[src/design/fol_pkg.sv]
// Shared types and constants for the frequency ordered lookup list.
// No dependencies; used by fol_ctrl, fol_dpath and the top level.
package fol_pkg;

   localparam int DEPTH      = 8;
   localparam int COUNT_BITS = 16;
   localparam int KEY_BITS   = 32;
   localparam int IDX_BITS   = (DEPTH > 1) ? $clog2(DEPTH) : 1;
   localparam int FILL_BITS  = $clog2(DEPTH + 1);
   localparam int POS_BITS   = 3;
   localparam int HIT_BITS   = 16;

   localparam logic [COUNT_BITS-1:0] CNT_MAX = '1;

   typedef enum logic {
      MODE_APPEND = 1'b0,
      MODE_LOCATE = 1'b1
   } mode_type;

   typedef enum logic [1:0] {
      STATUS_OK   = 2'd0,
      STATUS_MISS = 2'd1,
      STATUS_FULL = 2'd2
   } status_type;

   typedef enum logic [1:0] {
      ST_IDLE,
      ST_SEARCH,
      ST_UPDATE
   } state_type;

   typedef struct packed {
      mode_type                    mode;
      logic signed [KEY_BITS-1:0] key;
   } req_type;

   typedef struct packed {
      status_type          status;
      logic [POS_BITS-1:0] position;
      logic [HIT_BITS-1:0] hit_count;
   } rsp_type;

   typedef struct packed {
      logic load;
      logic search;
      logic commit;
   } cmd_type;

endpackage

[src/design/frequency_ordered_lookup_list.sv]
// Frequency ordered lookup list, top level: joins fol_ctrl and fol_dpath.
// Depends on fol_pkg, fol_ctrl, fol_dpath.
//
// Holds up to DEPTH keys in rank order with access counts. An append puts the
// key at the tail with count zero (status full if no room); a locate finds the
// front-most copy, bumps its saturating count and moves it ahead of the run of
// smaller-count entries directly before it. Each request goes through a search
// state, which compares all cells in parallel, and an update state, which shifts
// the cells and loads the response register, waiting while a held response is
// stalled. A new request is taken in the cycle a response is loaded.
module frequency_ordered_lookup_list (
   input  logic             clock,
   input  logic             reset,
   input  logic             req_valid,
   output logic             req_stall,
   input  fol_pkg::req_type req_data,
   output logic             rsp_valid,
   input  logic             rsp_stall,
   output fol_pkg::rsp_type rsp_data
);

   fol_pkg::cmd_type cmd;

   fol_ctrl u_ctrl (
      .clock     (clock),
      .reset     (reset),
      .req_valid (req_valid),
      .req_stall (req_stall),
      .rsp_valid (rsp_valid),
      .rsp_stall (rsp_stall),
      .cmd       (cmd)
   );

   fol_dpath u_dpath (
      .clock    (clock),
      .reset    (reset),
      .cmd      (cmd),
      .req_data (req_data),
      .rsp_data (rsp_data)
   );

endmodule

[src/design/fol_ctrl.sv]
// Controller for the frequency ordered lookup list: request sequencing,
// response valid and stall handshake. Depends on fol_pkg.
module fol_ctrl (
   input  logic            clock,
   input  logic            reset,
   input  logic            req_valid,
   output logic            req_stall,
   output logic            rsp_valid,
   input  logic            rsp_stall,
   output fol_pkg::cmd_type cmd
);

   fol_pkg::state_type state_ff, state_in;
   logic rsp_valid_ff, rsp_valid_in;
   logic commit;

   assign commit = (state_ff == fol_pkg::ST_UPDATE) && !(rsp_valid_ff && rsp_stall);

   always_comb begin
      state_in = state_ff;
      case (state_ff)
         fol_pkg::ST_IDLE: begin
            if (req_valid) state_in = fol_pkg::ST_SEARCH;
         end
         fol_pkg::ST_SEARCH: begin
            state_in = fol_pkg::ST_UPDATE;
         end
         fol_pkg::ST_UPDATE: begin
            if (commit) state_in = req_valid ? fol_pkg::ST_SEARCH : fol_pkg::ST_IDLE;
         end
         default: begin
            state_in = fol_pkg::ST_IDLE;
         end
      endcase
   end

   always_comb begin
      req_stall  = 1'b1;
      cmd.search = 1'b0;
      cmd.commit = 1'b0;
      case (state_ff)
         fol_pkg::ST_IDLE: begin
            req_stall = 1'b0;
         end
         fol_pkg::ST_SEARCH: begin
            cmd.search = 1'b1;
         end
         fol_pkg::ST_UPDATE: begin
            cmd.commit = commit;
            req_stall  = !commit;
         end
         default: begin
            req_stall = 1'b1;
         end
      endcase
      cmd.load = req_valid && !req_stall;
   end

   always_comb begin
      rsp_valid_in = rsp_valid_ff;
      if (commit) rsp_valid_in = 1'b1;
      else if (rsp_valid_ff && !rsp_stall) rsp_valid_in = 1'b0;
   end

   always_ff @(posedge clock) begin
      if (reset) begin
         state_ff     <= fol_pkg::ST_IDLE;
         rsp_valid_ff <= 1'b0;
      end else begin
         state_ff     <= state_in;
         rsp_valid_ff <= rsp_valid_in;
      end
   end

   assign rsp_valid = rsp_valid_ff;

endmodule

[src/design/fol_dpath.sv]
// Datapath for the frequency ordered lookup list: entry cells, parallel key
// compare, move-forward shift and response register. Depends on fol_pkg.
module fol_dpath (
   input  logic              clock,
   input  logic              reset,
   input  fol_pkg::cmd_type  cmd,
   input  fol_pkg::req_type  req_data,
   output fol_pkg::rsp_type  rsp_data
);

   logic [fol_pkg::KEY_BITS-1:0]   keys_ff   [fol_pkg::DEPTH];
   logic [fol_pkg::COUNT_BITS-1:0] counts_ff [fol_pkg::DEPTH];
   logic [fol_pkg::FILL_BITS-1:0]  fill_ff;

   fol_pkg::mode_type              mode_ff;
   logic [fol_pkg::KEY_BITS-1:0]   key_ff;
   logic                           hit_ff, hit_in;
   logic [fol_pkg::IDX_BITS-1:0]   hit_idx_ff, hit_idx_in;
   logic [fol_pkg::COUNT_BITS-1:0] cnt_ff, cnt_in;
   fol_pkg::rsp_type               rsp_ff, rsp_in;

   logic [fol_pkg::DEPTH-1:0]      move;
   logic                           run;
   logic [fol_pkg::IDX_BITS-1:0]   dest;
   logic                           full;
   logic [fol_pkg::IDX_BITS-1:0]   tail;

   // search: front-most valid match
   always_comb begin
      hit_in     = 1'b0;
      hit_idx_in = '0;
      for (int k = fol_pkg::DEPTH - 1; k >= 0; k--) begin
         if ((fol_pkg::FILL_BITS'(k) < fill_ff) && (keys_ff[k] == key_ff)) begin
            hit_in     = 1'b1;
            hit_idx_in = fol_pkg::IDX_BITS'(k);
         end
      end
      cnt_in = counts_ff[hit_idx_in];
      if (cnt_in != fol_pkg::CNT_MAX) cnt_in = cnt_in + 1'b1;
   end

   // destination: pass every directly preceding entry with a smaller count
   always_comb begin
      run  = 1'b1;
      move = '0;
      dest = hit_idx_ff;
      for (int k = fol_pkg::DEPTH - 1; k >= 0; k--) begin
         if (fol_pkg::IDX_BITS'(k) < hit_idx_ff) begin
            run     = run && (counts_ff[k] < cnt_ff);
            move[k] = run;
         end
      end
      for (int k = fol_pkg::DEPTH - 1; k >= 0; k--) begin
         if (move[k]) dest = fol_pkg::IDX_BITS'(k);
      end
   end

   assign full = (fill_ff == fol_pkg::FILL_BITS'(fol_pkg::DEPTH));
   assign tail = fol_pkg::IDX_BITS'(fill_ff);

   always_comb begin
      rsp_in = rsp_ff;
      if (mode_ff == fol_pkg::MODE_APPEND) begin
         if (full) begin
            rsp_in.status    = fol_pkg::STATUS_FULL;
            rsp_in.position  = '0;
            rsp_in.hit_count = '0;
         end else begin
            rsp_in.status    = fol_pkg::STATUS_OK;
            rsp_in.position  = fol_pkg::POS_BITS'(tail);
            rsp_in.hit_count = '0;
         end
      end else if (hit_ff) begin
         rsp_in.status    = fol_pkg::STATUS_OK;
         rsp_in.position  = fol_pkg::POS_BITS'(dest);
         rsp_in.hit_count = fol_pkg::HIT_BITS'(cnt_ff);
      end else begin
         rsp_in.status    = fol_pkg::STATUS_MISS;
         rsp_in.position  = '0;
         rsp_in.hit_count = '0;
      end
   end

   always_ff @(posedge clock) begin
      if (cmd.load) begin
         mode_ff <= req_data.mode;
         key_ff  <= req_data.key;
      end
      if (cmd.search) begin
         hit_ff     <= hit_in;
         hit_idx_ff <= hit_idx_in;
         cnt_ff     <= cnt_in;
      end
      if (cmd.commit) begin
         rsp_ff <= rsp_in;
      end
   end

   always_ff @(posedge clock) begin
      if (cmd.commit) begin
         if (mode_ff == fol_pkg::MODE_APPEND) begin
            if (!full) begin
               keys_ff[tail]   <= key_ff;
               counts_ff[tail] <= '0;
            end
         end else if (hit_ff) begin
            for (int k = 1; k < fol_pkg::DEPTH; k++) begin
               if ((fol_pkg::IDX_BITS'(k) > dest) &&
                   (fol_pkg::IDX_BITS'(k) <= hit_idx_ff)) begin
                  keys_ff[k]   <= keys_ff[k-1];
                  counts_ff[k] <= counts_ff[k-1];
               end
            end
            keys_ff[dest]   <= key_ff;
            counts_ff[dest] <= cnt_ff;
         end
      end
   end

   always_ff @(posedge clock) begin
      if (reset) begin
         fill_ff <= '0;
      end else if (cmd.commit && (mode_ff == fol_pkg::MODE_APPEND) && !full) begin
         fill_ff <= fill_ff + 1'b1;
      end
   end

   assign rsp_data = rsp_ff;

endmodule
[config.mk]
export PLATFORM = sky130hd
export DESIGN_NAME = frequency_ordered_lookup_list
export DESIGN_NICKNAME = d
export VERILOG_FILES = /design/src/design/fol_pkg.sv /design/src/design/frequency_ordered_lookup_list.sv /design/src/design/fol_ctrl.sv /design/src/design/fol_dpath.sv
export SDC_FILE = /design/constraint.sdc
export NUM_CORES = 1
export LEC_CHECK = 0
export BUFFER_PORTS_ARGS = -buffer_cell sky130_fd_sc_hd__buf_2
export CELL_PAD_IN_SITES_DETAIL_PLACEMENT = 1
export CELL_PAD_IN_SITES_GLOBAL_PLACEMENT = 2
export CORE_MARGIN = 2
export CORE_UTILIZATION = 45
export CTS_CLUSTER_DIAMETER = 100
export DETAILED_ROUTE_END_ITERATION = 6
export PLACE_DENSITY = 0.81
export SLEW_MARGIN = 0
export SYNTH_ARGS = -nofsm -noshare
export SYNTH_HDL_FRONTEND = slang
export SYNTH_SLANG_ARGS = --single-unit
[constraint.sdc]
create_clock -name clock -period 8.55 [get_ports clock]
set_input_delay 0.855 -clock clock [delete_from_list [all_inputs] [get_ports clock]]
set_output_delay 0.855 -clock clock [all_outputs]
set_load 0.03 [all_outputs]
==> summary.md <==
| Metric | Value |
|---|---|
| F_max | 0.158 GHz |
| Core area | 0.0579 mm^2 |
| Comb power frac | 0.061 |
| Maxcap violations | 0 |
| Period utilization | 0.738 |
| Die height | 246 um |
| Critical path arrival | 6580 ps |
| CTS clock-pin slew for the worst setup and hold paths | 60 ps |
| Kind of critical path | flop to flop |
| Share of cells above drive strength 1 | 0.225 |
| Clk buf depth | 3 |
| Root buf cell | clkbuf_16 |
| N_diodes | 0 |
| Cell mode on critical path | o21ai_0 |
| P_leak | 10.3 nW |
| Hold_sp | req_data[17] |
| Synthesized cell area | 0.0264 mm^2 |
| Crit. Startpoint | u_dpath.cnt_ff[1]$_DFFE_PN_ |
| Initial Util | 0.456 |
| Die Area | 0.0607 mm^2 |
| Total Power | 0.00527 W |
| CTS H-Tree Depth | 2 |
| Hold Path Class | primary input to flop |
| Slew headroom | 0.223 |
| # DRC | 0 |
| Area of the multi-input gates | 0.0119 mm^2 |
| ANT nets after route | 0 |
| Net Count, Synth | 2276 |
| Fill count | 5914 |
| Overall via count from detail_route | 17800 |
| All-Layer GR Usage | 0.278 |
| Rows | 88 |
| Async SR Flop Fraction | 0 |
| First-pass GRT wire length | 124000 um |
| Synth unique cells | 76 |
| PortBufs | 59 |
| EDFF count, synth | 458 |
| Worst vdd ir | 0.164 mV |
| Die Width | 246 um |
| Synth Warn # | 0 |
| Register bit total from synthesis | 465 |
| Crit-path cells | inv_1 > ha_1 > a21o_1 > a21o_1 > a211oi_1 > o21ai_0 > a221oi_1 > nand2_1 > o31ai_2 > a31oi_1 > o21ai_0 > o21ai_0 > a22oi_1 > a21o_2 > buf_4 |
| Sequential area share after synthesis | 0.526 |
| FF+latch area | 0.0139 mm^2 |
| Crit. End Element | flop |
| Max Slew Vio Count | 0 |
| PwrDens | 180 mW/mm^2 |
| Worst Skew | 21.8 ps |
| Final core utilization | 0.505 |
| RSZ-0062 raised after global routing | false |
| Worst setup SP type | flop |
| Syn_area_per_cell | 12.4 um^2 |
| Worst path required time | 8810 ps |
| Number of buffers created by CTS | 53 |
| Iteration count of the initial detailed-routing pass | 5 |
| Area growth from synthesis to layout | 10.6% |
| Seq pwr share | 0.490 |
| Drt initial violations | 1190 |
| WL final | 83900 um |
| Hold Buf Count CTS | 0 |
| Net Switching | 0.00123 W |
| Via-to-Cell Ratio | 6.02 |
| Slew @ Worst Pin | 1170 ps |
| Sw Share | 0.234 |
| Mapped Cells | 2131 |
| Dominant synthesized flop cell | edfxtp_1 |
| Internal | 0.00404 W |
| Fin nets | 2293 |
| Antenna violations before repair | 0 |
| CP max stage delay | 890 ps |
| Clock share of power | 0.449 |
| Vias in the first global route | 18700 |
| Wire per inst | 28.4 um |
| Slowest CP cell | a22oi_1 |
| CTS tree | done |
| Reg2reg start | u_dpath.cnt_ff[1]$_DFFE_PN_ |
| Final Setup Violations | 0 |
| Post-Route Setup TNS | 0 ps |
| I/O pin cnt | 60 |
| Status | finished, final reports clean |
| Resize count post-CTS | 0 |
| Final Hold Fails | 0 |
| Largest fanout on the critical path | 31 |
| Setup Buffers After CTS | 0 |
| GRT overflow | 0 |
| Clk_lat worst skew | 630 ps |
| Clock sink total | 465 |
| Tmin final | 6310 ps |
| Largest net degree at the start of global routing | 65 |
| Final RePlAce weighted congestion | 0.971 |
| Dpl hpwl | 61400 um |
routing by layer:
layer / share of wire / vias to the layer above / global-route usage
met5: 0 / - / 0
met4: 0.047 / 0 / 0.127
met3: 0.033 / 155 / 0.0272
met2: 0.53 / 419 / 0.516
met1: 0.39 / 9156 / 0.322
li1: - / 8062 / -
layout make-up:
cell class,count,share of cell area
Clock buffer,60,0.0463
Clock inverter,39,0.0143
Inverter,42,0.00539
Multi-Input combinational cell,1493,0.407
Sequential cell,465,0.475
Tap cell,765,0.0327
Timing Repair Buffer,93,0.0188
Yosys cell counts (all sizes together) (4+ instances only):
cell type,instances,area share
xnor2,138,0.046
a22oi,7,0.0020
xor2,129,0.043
nand4,75,0.018
mux2,280,0.12
nor2b,8,0.0019
a221oi,20,0.0066
or4,8,0.0024
nand2b,12,0.0028
edfxtp,458,0.52
or3,5,0.0012
o21a,6,0.0017
inv,42,0.0060
nor3,25,0.0051
a21oi,40,0.0077
a31oi,7,0.0019
nor2,76,0.011
clkbuf,53,0.0075
and2,9,0.0021
ha,108,0.051
and3,14,0.0033
dfxtp,7,0.0053
o22ai,4,0.00095
nor4b,12,0.0040
nand2,157,0.022
a211oi,11,0.0035
nor4,52,0.013
buf,78,0.015
nor3b,5,0.0014
o21ai,114,0.022
mux2i,31,0.012
a21o,63,0.018
nand3,29,0.0055
kinds of logic after synthesis:
group	Yosys count	synth area share
flip-flops	465	0.526
AO/OA/AOI/OAI	304	0.0758
AND/OR/NAND/NOR	503	0.0994
multiplexers	311	0.131
adder cells (fa/ha/maj)	108	0.0511
buffers and inverters	173	0.0286
XOR/XNOR	267	0.0885
sequential cells by signal, summed over array words and instances, names as in the netlist:
signal and flops:
u_ctrl.state_ff 2, u_dpath.fill_ff 4, u_dpath.hit_idx_ff 3, u_dpath.counts_ff 128, u_dpath.keys_ff 256, u_ctrl.rsp_valid 1, u_dpath.hit_ff 1, u_dpath.rsp_data 21
u_dpath.key_ff 32, u_dpath.mode_ff 1, u_dpath.cnt_ff 16
metrics by stage:
step	hold WS (ps)	std cells	setup WS [ps]	instance area, um^2
6_report	403	2957	2240	29200
3_5_place_dp	553	2858	2310	27500
4_1_cts	369	2957	2320	29200
2_1_floorplan	421	2131	1780	26400
3_3_place_gp	535	2858	2430	27500
5_1_grt	383	2957	1880	29200
cells in the final DEF (no fill, tap or decap), drive strengths merged, types with 60 or more instances in the layout:
cell type / count
a21o: 63
buf: 93
clkbuf: 60
edfxtp: 458
ha: 108
mux2: 280
nand2: 157
nand4: 75
nor2: 76
o21ai: 114
xnor2: 138
xor2: 129
path summary, 6_finish.rpt:
kind / end / slack [ps] / depth (start not counted)
max: u_dpath.keys_ff[1][12]$_DFFE_PP_ / 2240 / 15
min: u_dpath.key_ff[17]$_DFFE_PP_ / 400 / 1
max reg2reg: u_dpath.keys_ff[1][12]$_DFFE_PP_ / 2240 / 15
min reg2reg: u_ctrl.rsp_valid$_SDFFE_PP0P_ / 560 / 2
worst max-delay path, delay by kind of cell, from the launching register on:
kind                     cells  cell delay, ps
buffers and inverters        2             800
AND/OR/NAND/NOR              1             240
flip-flops                   1             390
adder cells (fa/ha/maj)      1             290
AO/OA/AOI/OAI               11            4200
power groups by stage:
| stage | Sequential [W] | Clock [W] | Combinational [W] |
|---|---|---|---|
| 6_report | 0.00258 | 0.00237 | 0.000324 |
| 4_1_cts | 0.00258 | 0.00240 | 0.000325 |
| 5_1_grt | 0.00259 | 0.00248 | 0.000345 |
| 3_3_place_gp | 0.00263 | 0 | 0.000314 |
| 3_5_place_dp | 0.00263 | 0 | 0.000322 |
| 2_1_floorplan | 0.00259 | 0 | 0.000238 |
(Power assumes the default switching activity.)
